### config.mk
export PLATFORM = sky130hd
export DESIGN_NAME = tong_doppler_search_controller_top
export DESIGN_NICKNAME = d
export VERILOG_FILES = /design/src/hdl/tdsc_pkg.sv /design/src/hdl/tdsc_csr.sv /design/src/hdl/tdsc_ingress.sv /design/src/hdl/tdsc_detector.sv /design/src/hdl/tong_doppler_search_controller_top.sv
export SDC_FILE = /design/constraint.sdc
export NUM_CORES = 2
export LEC_CHECK = 0
export BUFFER_PORTS_ARGS = -buffer_cell sky130_fd_sc_hd__buf_2
export CORE_UTILIZATION = 68
export CTS_CLUSTER_DIAMETER = 200
export DETAILED_ROUTE_END_ITERATION = 10
export HOLD_SLACK_MARGIN = 0.03
export PLACE_DENSITY = 0.86
export SYNTH_ARGS = -nofsm -noshare
export SYNTH_HDL_FRONTEND = slang
export SYNTH_SLANG_ARGS = --single-unit
### constraint.sdc
create_clock -name clock -period 21.6 [get_ports clock]
set_input_delay 1.08 -clock clock [delete_from_list [all_inputs] [get_ports clock]]
set_output_delay 1.08 -clock clock [all_outputs]
set_load 0.01 [all_outputs]
### src/hdl/tdsc_pkg.sv
// shared types, codes and constants for the doppler search controller
package tdsc_pkg;

   // field widths
   localparam int unsigned KIND_W      = 2;
   localparam int unsigned STAT_W      = 24;
   localparam int unsigned PEAK_W      = 16;
   localparam int unsigned BLOCKS_W    = 16;
   localparam int unsigned SPD_W       = 16;
   localparam int unsigned ADDEND_W    = SPD_W + BLOCKS_W;
   localparam int unsigned K_W         = 8;
   localparam int unsigned BIN_W       = 8;
   localparam int unsigned STEP_W      = 14;
   localparam int unsigned DELTA_W     = BIN_W + STEP_W;
   localparam int unsigned DOP_W       = 23;
   localparam int unsigned STAMP_W     = 64;
   localparam int unsigned REQ_DATA_W  = 56;
   localparam int unsigned RSP_DATA_W  = 112;
   localparam int unsigned CSR_IDX_W   = 3;
   localparam int unsigned CSR_DATA_W  = 24;

   // result word bit positions
   localparam int unsigned RSP_DONE_BIT   = 0;
   localparam int unsigned RSP_ACQ_BIT    = 1;
   localparam int unsigned RSP_PHASE_LSB  = 2;
   localparam int unsigned RSP_DOP_LSB    = 18;
   localparam int unsigned RSP_STAMP_LSB  = 41;
   localparam int unsigned RSP_SEARCH_BIT = 105;

   // item kinds
   localparam logic [KIND_W-1:0] KIND_START = 2'd0;
   localparam logic [KIND_W-1:0] KIND_DWELL = 2'd1;
   localparam logic [KIND_W-1:0] KIND_IDLE  = 2'd2;

   // register indexes
   localparam logic [CSR_IDX_W-1:0] REG_THRESHOLD  = 3'd0;
   localparam logic [CSR_IDX_W-1:0] REG_K_TARGET   = 3'd1;
   localparam logic [CSR_IDX_W-1:0] REG_K_START    = 3'd2;
   localparam logic [CSR_IDX_W-1:0] REG_MAX_DWELLS = 3'd3;
   localparam logic [CSR_IDX_W-1:0] REG_LAST_BIN   = 3'd4;
   localparam logic [CSR_IDX_W-1:0] REG_DOP_STEP   = 3'd5;
   localparam logic [CSR_IDX_W-1:0] REG_SPD        = 3'd6;

   // register reset values
   localparam logic [STAT_W-1:0] THRESHOLD_RST  = 24'd5120000;
   localparam logic [K_W-1:0]    K_TARGET_RST   = 8'd8;
   localparam logic [K_W-1:0]    K_START_RST    = 8'd1;
   localparam logic [K_W-1:0]    MAX_DWELLS_RST = 8'd15;
   localparam logic [BIN_W-1:0]  LAST_BIN_RST   = 8'd20;
   localparam logic [STEP_W-1:0] DOP_STEP_RST   = 14'd500;
   localparam logic [SPD_W-1:0]  SPD_RST        = 16'd4000;

   typedef struct packed {
      logic [STAT_W-1:0] threshold;
      logic [K_W-1:0]    k_target;
      logic [K_W-1:0]    k_start;
      logic [K_W-1:0]    max_dwells;
      logic [BIN_W-1:0]  last_bin;
      logic [STEP_W-1:0] doppler_step;
      logic [SPD_W-1:0]  samples_per_dwell;
   } cfg_type;

   // item held in the input register, sample increment already formed
   typedef struct packed {
      logic [KIND_W-1:0]   kind;
      logic [STAT_W-1:0]   test_statistic;
      logic [PEAK_W-1:0]   peak_index;
      logic [ADDEND_W-1:0] addend;
   } item_type;

endpackage

### src/hdl/tdsc_csr.sv
// configuration register bank
module tdsc_csr (
   input  logic                             clock,
   input  logic                             reset,
   input  logic                             csr_we,
   input  logic [tdsc_pkg::CSR_IDX_W-1:0]   csr_index,
   input  logic [tdsc_pkg::CSR_DATA_W-1:0]  csr_wdata,
   output tdsc_pkg::cfg_type                cfg
);

   tdsc_pkg::cfg_type cfg_ff;
   tdsc_pkg::cfg_type cfg_in;

   // register write decode
   always_comb begin
      cfg_in = cfg_ff;
      if (csr_we) begin
         unique case (csr_index)
            tdsc_pkg::REG_THRESHOLD:  cfg_in.threshold    = csr_wdata;
            tdsc_pkg::REG_K_TARGET:   cfg_in.k_target     = csr_wdata[tdsc_pkg::K_W-1:0];
            tdsc_pkg::REG_K_START:    cfg_in.k_start      = csr_wdata[tdsc_pkg::K_W-1:0];
            tdsc_pkg::REG_MAX_DWELLS: cfg_in.max_dwells   = csr_wdata[tdsc_pkg::K_W-1:0];
            tdsc_pkg::REG_LAST_BIN:   cfg_in.last_bin     = csr_wdata[tdsc_pkg::BIN_W-1:0];
            tdsc_pkg::REG_DOP_STEP:   cfg_in.doppler_step = csr_wdata[tdsc_pkg::STEP_W-1:0];
            tdsc_pkg::REG_SPD:
               cfg_in.samples_per_dwell = csr_wdata[tdsc_pkg::SPD_W-1:0];
            default: ;
         endcase
      end
   end

   always_ff @(posedge clock) begin
      if (reset) begin
         cfg_ff.threshold         <= tdsc_pkg::THRESHOLD_RST;
         cfg_ff.k_target          <= tdsc_pkg::K_TARGET_RST;
         cfg_ff.k_start           <= tdsc_pkg::K_START_RST;
         cfg_ff.max_dwells        <= tdsc_pkg::MAX_DWELLS_RST;
         cfg_ff.last_bin          <= tdsc_pkg::LAST_BIN_RST;
         cfg_ff.doppler_step      <= tdsc_pkg::DOP_STEP_RST;
         cfg_ff.samples_per_dwell <= tdsc_pkg::SPD_RST;
      end else begin
         cfg_ff <= cfg_in;
      end
   end

   assign cfg = cfg_ff;

endmodule

### src/hdl/tdsc_ingress.sv
// input register stage, forms the sample counter increment
module tdsc_ingress (
   input  logic                             clock,
   input  logic                             reset,
   input  logic                             req_tvalid,
   output logic                             req_tready,
   input  logic [tdsc_pkg::REQ_DATA_W-1:0]  req_tdata,
   input  logic [tdsc_pkg::KIND_W-1:0]      req_tuser,
   input  logic [tdsc_pkg::SPD_W-1:0]       samples_per_dwell,
   input  logic                             take,
   output logic                             item_valid,
   output tdsc_pkg::item_type               item
);

   logic                   valid_ff;
   logic                   valid_in;
   tdsc_pkg::item_type     item_ff;
   tdsc_pkg::item_type     item_in;
   logic                   accept;
   logic [tdsc_pkg::BLOCKS_W-1:0] blocks;

   assign req_tready = !valid_ff || take;
   assign accept     = req_tvalid && req_tready;
   assign blocks     = req_tdata[55:40];

   // unpack and precompute the counter increment
   always_comb begin
      item_in.kind           = req_tuser;
      item_in.test_statistic = req_tdata[23:0];
      item_in.peak_index     = req_tdata[39:24];
      unique case (req_tuser)
         tdsc_pkg::KIND_IDLE:  item_in.addend = samples_per_dwell * blocks;
         tdsc_pkg::KIND_DWELL:
            item_in.addend = {{tdsc_pkg::BLOCKS_W{1'b0}}, samples_per_dwell};
         default:              item_in.addend = '0;
      endcase
   end

   // stage occupancy
   always_comb begin
      if (accept)
         valid_in = 1'b1;
      else if (take)
         valid_in = 1'b0;
      else
         valid_in = valid_ff;
   end

   always_ff @(posedge clock) begin
      if (reset) begin
         valid_ff <= 1'b0;
      end else begin
         valid_ff <= valid_in;
      end
   end

   always_ff @(posedge clock) begin
      if (accept) begin
         item_ff <= item_in;
      end
   end

   assign item_valid = valid_ff;
   assign item       = item_ff;

endmodule

### src/hdl/tdsc_detector.sv
// tong detector state, bin stepping and result register
module tdsc_detector (
   input  logic                             clock,
   input  logic                             reset,
   input  tdsc_pkg::cfg_type                cfg,
   input  logic                             item_valid,
   input  tdsc_pkg::item_type               item,
   output logic                             take,
   output logic                             rsp_tvalid,
   input  logic                             rsp_tready,
   output logic [tdsc_pkg::RSP_DATA_W-1:0]  rsp_tdata
);

   // search state
   logic                           active_ff, active_in;
   logic [tdsc_pkg::K_W-1:0]       k_ff, k_in;
   logic [tdsc_pkg::K_W-1:0]       dwell_ff, dwell_in;
   logic [tdsc_pkg::BIN_W-1:0]     bin_ff, bin_in;
   logic [tdsc_pkg::DOP_W-1:0]     dop_ff, dop_in;
   logic [tdsc_pkg::STAMP_W-1:0]   counter_ff, counter_in;

   // result register
   logic                            rsp_valid_ff, rsp_valid_in;
   logic [tdsc_pkg::RSP_DATA_W-1:0] rsp_data_ff, rsp_data_in;

   // per-item working values
   logic                           done, acq;
   logic [tdsc_pkg::PEAK_W-1:0]    phase;
   logic [tdsc_pkg::DOP_W-1:0]     dop_out;
   logic [tdsc_pkg::K_W-1:0]       k_inc, k_dec, dwell_sat;
   logic [tdsc_pkg::BIN_W:0]       bin_nx;
   logic [tdsc_pkg::DELTA_W-1:0]   delta;
   logic [tdsc_pkg::DOP_W-1:0]     delta_ext;
   logic [tdsc_pkg::STAMP_W-1:0]   counter_add;

   assign take = item_valid && (!rsp_valid_ff || rsp_tready);

   assign k_inc       = k_ff + 8'd1;
   assign k_dec       = (k_ff != '0) ? k_ff - 8'd1 : '0;
   assign dwell_sat   = (dwell_ff == 8'hFF) ? dwell_ff : dwell_ff + 8'd1;
   assign bin_nx      = {1'b0, bin_ff} + 9'd1;
   assign delta       = bin_nx[tdsc_pkg::BIN_W-1:0] * cfg.doppler_step;
   assign delta_ext   = {1'b0, delta};
   assign counter_add = counter_ff
                      + {{(tdsc_pkg::STAMP_W-tdsc_pkg::ADDEND_W){1'b0}}, item.addend};

   // next state and result for the held item
   always_comb begin
      active_in  = active_ff;
      k_in       = k_ff;
      dwell_in   = dwell_ff;
      bin_in     = bin_ff;
      dop_in     = dop_ff;
      counter_in = counter_ff;
      done       = 1'b0;
      acq        = 1'b0;
      phase      = '0;
      dop_out    = dop_ff;
      unique case (item.kind)
         tdsc_pkg::KIND_START: begin
            active_in = 1'b1;
            k_in      = cfg.k_start;
            dwell_in  = '0;
            bin_in    = '0;
            dop_in    = '0;
            dop_out   = '0;
         end
         tdsc_pkg::KIND_IDLE: begin
            counter_in = counter_add;
         end
         tdsc_pkg::KIND_DWELL: begin
            if (active_ff) begin
               counter_in = counter_add;
               if (item.test_statistic > cfg.threshold) begin
                  // hit: K goes up, target reached ends the search
                  if (k_inc == cfg.k_target) begin
                     done      = 1'b1;
                     acq       = 1'b1;
                     phase     = item.peak_index;
                     active_in = 1'b0;
                     k_in      = cfg.k_start;
                     dwell_in  = '0;
                     bin_in    = '0;
                     dop_in    = '0;
                  end else begin
                     k_in     = k_inc;
                     dwell_in = dwell_sat;
                  end
               end else if (k_dec == '0 || dwell_ff > cfg.max_dwells) begin
                  // bin abandoned: step to the next bin or give up
                  k_in     = cfg.k_start;
                  dwell_in = '0;
                  if (bin_nx > {1'b0, cfg.last_bin}) begin
                     done      = 1'b1;
                     active_in = 1'b0;
                     bin_in    = '0;
                     dop_in    = '0;
                  end else begin
                     bin_in  = bin_nx[tdsc_pkg::BIN_W-1:0];
                     dop_in  = bin_nx[0] ? dop_ff + delta_ext : dop_ff - delta_ext;
                     dop_out = dop_in;
                  end
               end else begin
                  k_in     = k_dec;
                  dwell_in = dwell_sat;
               end
            end
         end
         default: ;
      endcase
   end

   // pack the result word, done at bit 0
   assign rsp_data_in = {6'b0, active_in, counter_in, dop_out, phase, acq, done};

   always_comb begin
      if (take)
         rsp_valid_in = 1'b1;
      else if (rsp_tready)
         rsp_valid_in = 1'b0;
      else
         rsp_valid_in = rsp_valid_ff;
   end

   // control state
   always_ff @(posedge clock) begin
      if (reset) begin
         active_ff    <= 1'b0;
         k_ff         <= tdsc_pkg::K_START_RST;
         dwell_ff     <= '0;
         bin_ff       <= '0;
         dop_ff       <= '0;
         counter_ff   <= '0;
         rsp_valid_ff <= 1'b0;
      end else begin
         rsp_valid_ff <= rsp_valid_in;
         if (take) begin
            active_ff  <= active_in;
            k_ff       <= k_in;
            dwell_ff   <= dwell_in;
            bin_ff     <= bin_in;
            dop_ff     <= dop_in;
            counter_ff <= counter_in;
         end
      end
   end

   always_ff @(posedge clock) begin
      if (take) begin
         rsp_data_ff <= rsp_data_in;
      end
   end

   assign rsp_tvalid = rsp_valid_ff;
   assign rsp_tdata  = rsp_data_ff;

endmodule

### src/hdl/tong_doppler_search_controller_top.sv
// top level of the tong detector doppler search controller
//
// Request channel (req_): one transfer per command. req_tuser carries the kind
// (start search, dwell result, idle blocks); req_tdata carries the test
// statistic, peak index and idle block count. Response channel (rsp_): exactly
// one transfer per request, in order, with done/acquired flags, code phase,
// doppler in hertz, the 64-bit sample count and the searching flag.
// Configuration: csr_we writes csr_wdata into register csr_index;
// write only while no request is in flight.
// Path: a request transfer is captured in the input register, and its
// response is loaded into the output register once that register is empty
// or being read; rsp_tvalid is driven straight from the output register.
// Throughput: one request per cycle while rsp_tready stays high; the sample
// counter update (one 64-bit add) and the bin step (one 8x14 multiply and
// add) are both combinational.
// When the receiver holds rsp_tready low both registers hold their contents
// and req_tready drops once the input register is full.
// Reset clears both stages, stops the search and returns all registers to
// their defaults and the sample counter to zero.
module tong_doppler_search_controller_top (
   input  logic                             clock,
   input  logic                             reset,
   input  logic                             req_tvalid,
   output logic                             req_tready,
   // test_statistic[23:0], peak_index[39:24], block_count[55:40]
   input  logic [tdsc_pkg::REQ_DATA_W-1:0]  req_tdata,
   // kind[1:0]
   input  logic [tdsc_pkg::KIND_W-1:0]      req_tuser,
   output logic                             rsp_tvalid,
   input  logic                             rsp_tready,
   // done_res[0], acquired[1], code_phase[17:2], doppler_hz[40:18],
   // sample_count[104:41], searching[105], zero fill[111:106]
   output logic [tdsc_pkg::RSP_DATA_W-1:0]  rsp_tdata,
   input  logic                             csr_we,
   input  logic [tdsc_pkg::CSR_IDX_W-1:0]   csr_index,
   input  logic [tdsc_pkg::CSR_DATA_W-1:0]  csr_wdata
);

   tdsc_pkg::cfg_type  cfg;
   tdsc_pkg::item_type item;
   logic               item_valid;
   logic               take;

   tdsc_csr u_csr (
      .clock     (clock),
      .reset     (reset),
      .csr_we    (csr_we),
      .csr_index (csr_index),
      .csr_wdata (csr_wdata),
      .cfg       (cfg)
   );

   tdsc_ingress u_ingress (
      .clock             (clock),
      .reset             (reset),
      .req_tvalid        (req_tvalid),
      .req_tready        (req_tready),
      .req_tdata         (req_tdata),
      .req_tuser         (req_tuser),
      .samples_per_dwell (cfg.samples_per_dwell),
      .take              (take),
      .item_valid        (item_valid),
      .item              (item)
   );

   tdsc_detector u_detector (
      .clock      (clock),
      .reset      (reset),
      .cfg        (cfg),
      .item_valid (item_valid),
      .item       (item),
      .take       (take),
      .rsp_tvalid (rsp_tvalid),
      .rsp_tready (rsp_tready),
      .rsp_tdata  (rsp_tdata)
   );

endmodule

==> results.cfg <==
[grt]
grt_pass1_wl_um = 133000
grt_pass1_vias = 26900
grt_overflow_total = 0
grt_max_degree = 112
grt_busiest_layer = met2
met1_usage_pct = 46.1
antenna_found_initial = 5
grt_util_met2_pct = 56.6
gr-usage-all-layers_pct = 34.7
global_route.usage.met3_pct = 6.65

[floorplan]
core_area_um2 = 45800
die_h_um = 218
io-pin-count = 204
row_count = 78
die_area_um2 = 47600
die_w_um = 218
start_util_pct = 69.4

[synthesis]
yosys-top-cells-area = edfxtp_1 17%, fa_1 17%, dfxtp_1 13%
synth_seq_cells = 380
synthDistinctLibCells = 86
avgSynthCellArea_um2 = 8.97
synth_warnings = 0
synth_edf_count = 180
synthCells = 3542
synth_top_cell_area_share_pct = 17.0
synthFlopType = dfxtp_1
async_reset_ff_share_pct = 0
synthesis.area_um2 = 31800
synth_largest_area_cell = edfxtp_1
ys_seq_area_share_pct = 29.6

[clocking]
cts-htree-levels = 2
postCtsHoldBufs = 0
post_cts_buffers = 0
cts.clk_slew.worst_paths_ps = 60
cts_buffers = 42
cts_sinks = 380
cts_max_path_buffers = 3
cts_tree = built
cts-resized-gates = 0
root_buffer = clkbuf_16
clock_latency_ps = 570

[place]
hpwl_um = 59200
gp_congestion = 0.975
place_area_um2 = 33000
numPortBuffers = 197

[critical_path]
slowest_stage = xor2_1
reg2reg_to = u_detector.rsp_tdata[39]
worst-r2r-setup-slack_ps = 12180
cp_slowest_stage_delay_ps = 870
cp.required_ps = 21910
r2r-start = u_detector.bin_ff[0]
r2r_cells = 30
crit_buf_inv = 4
critical-path-top-delay-family = adder cells
critPathCaptureType = flip-flop
crit_type = flip-flop to flip-flop
cp-start-kind = flip-flop
path_common_cell = fa_1
crit_arrival_ps = 9730
cp_num_cells = 30
worst-path-max-fanout = 46
critical_path.endpoint = u_detector.rsp_tdata[39]
critPathLaunch = u_detector.bin_ff[0]

[sta]
hold_viol = 0
setup_viol = 0
fin_skew_ps = 29.4
rsz0062_at_grt = no
whs_ps = 455
timing.slew.headroom_pct = 11.9
fin_crit_ps = 9420
post-route-period-util_pct = 43.6
worst_pin_slew_ps = 1320
fin_tns_setup_ps = 0
max_freq_mhz = 106
finalMaxSlewViolations = 0

[drt]
ant_nets = 0
vias = 26600
route.detailed.drc = 0
drt_iter0_markers = 2686
via_per_inst = 6.23
routedWlPerCell_um = 19.1
dr.pass1.iters = 7
wl_um = 81400

[cells_and_area]
drive_gt1_share_pct = 8.43
nets = 4239
antennaDiodeCount = 0
syn_to_final_growth_pct = 8.12
post-route-cell-area_um2 = 34300

[power_and_ir_drop]
power_switching_w = 0.000964
total_power_w = 0.00261
power_density_nw_per_um2 = 76.1
vdd_drop_max_v = 0.0000946
seqPwrFrac_pct = 31.5
swShare_pct = 36.9
pwr-share-comb_pct = 41.6
p_clk_share_pct = 27.0
power.leakage_nw = 15.5
p_int_w = 0.00165

[outcome]
run_status = finished, final reports clean

[hold_path]
hp-class = flip-flop to flip-flop

[flow_run]
max-cap-violations = 0
power by group through the flow:
stage	sequential [W]	combinational [W]	clock, W
2_1_floorplan	0.000826	0.000810	0
3_3_place_gp	0.000834	0.00102	0
3_5_place_dp	0.000835	0.00106	0
4_1_cts	0.000821	0.00107	0.000709
5_1_grt	0.000824	0.00121	0.000738
6_report	0.000822	0.00109	0.000705
Yosys cell counts (7+ instances only):
cell and instances:
nor3_1 53, edfxtp_1 180, fa_1 268, or2_2 7
a311oi_1 8, o21a_1 26, nor2b_1 22, or3_1 23
a211oi_1 25, dfxtp_1 200, and3_1 34, a221oi_1 10
a32oi_1 11, o21ai_0 117, nand2_1 540, nand3b_1 25
xnor2_1 78, a41oi_1 11, o211ai_1 15, a32o_1 8
and4_1 8, a31o_2 7, a31oi_1 30, a211o_1 13
a22o_1 28, a22oi_1 32, clkbuf_1 154, nand3_1 62
or4_1 11, inv_1 402, a21o_1 61, a21oi_1 212
and2_1 182, o31ai_1 24, ha_1 250, nand4_1 17
o21bai_1 10, mux2i_1 12, nor2_1 189, nand2b_1 35
xor2_1 39
stage by stage:
step,std cells,worst slack [ps],util (%)
after floorplan,3547,13530,-
after global placement,4187,12500,72.1
after detailed placement,4187,12270,72.1
after CTS,4265,12280,75.0
after global routing,4265,11670,75.0
final,4265,12180,75.0
routing by layer:
metal | vias up | wire length (um)
li1 | 12200 | -
met1 | 12800 | 33100
met2 | 1396 | 37700
met3 | 216 | 8020
met4 | 8 | 2540
met5 | - | 49
cells in the final DEF (no fill, tap or decap), drive strengths merged, types with 10 or more instances in the layout:
cell	instances
inv	404
fa	268
a211oi	25
o211ai	15
a41oi	11
a221oi	10
a21oi	212
and3	34
mux2i	12
a22oi	32
nand3b	25
dfxtp	200
a32oi	11
o21bai	10
nand4	17
clkbuf	57
edfxtp	180
or3	26
nand3	62
ha	250
or4	12
a211o	13
o31ai	24
nor2	190
a21o	61
xnor2	78
xor2	39
o21a	26
nand2b	35
nor2b	22
and2	183
o21ai	118
buf	213
a22o	29
a31oi	30
nand2	540
nor3	55
clkinv	14
registers in the layout (all words and copies together), names as in the netlist:
name and flops:
u_detector.k_ff 8, u_detector.active_ff 1, u_detector.bin_ff 8, u_ingress.item 74
u_detector.counter_ff 64, u_detector.dwell_ff 8, u_detector.rsp_tvalid 1, u_detector.rsp_tdata 106
u_detector.dop_ff 23, u_ingress.item_valid 1, u_csr.cfg 86
worst min path at each step:
stage / endpoint / slack, ps / start / depth (start not counted)
finish: u_csr.cfg[71] / 460 / u_csr.cfg[71] / 2
floorplan: u_csr.cfg[50] / 430 / u_csr.cfg[50] / 2
detailed placement: u_csr.cfg[42] / 450 / u_csr.cfg[42] / 2
CTS: u_csr.cfg[71] / 460 / u_csr.cfg[71] / 2
global placement: u_csr.cfg[69] / 440 / u_csr.cfg[69] / 2
global route: u_csr.cfg[31] / 470 / u_csr.cfg[31] / 2
worst min-delay path, cell delays in order (launching register included):
cell     delay (ps)
dfxtp_1         310
nand2_1          50
a21oi_1          50
logic make-up after synthesis:
kind of cell / synth area share, %
muxes: 0.414
xor gates and xnor gates: 3.23
buffers and inverters: 6.89
DFF: 29.6
other: 0.0118
AOI/OAI and AO/OA: 14.7
and+or+nand+nor: 18.4
adders and majority gates: 26.7
layout make-up:
type	count	area (um2)
clock inverters	21	233
fillers	3150	11400
flip-flops and latches	380	9410
multi-input cells	2592	20200
repair buffers	213	1110
clock buffers	57	1130
inverters	402	1510
well taps	600	751
Note: power is estimated with default switching activity, not from simulation.
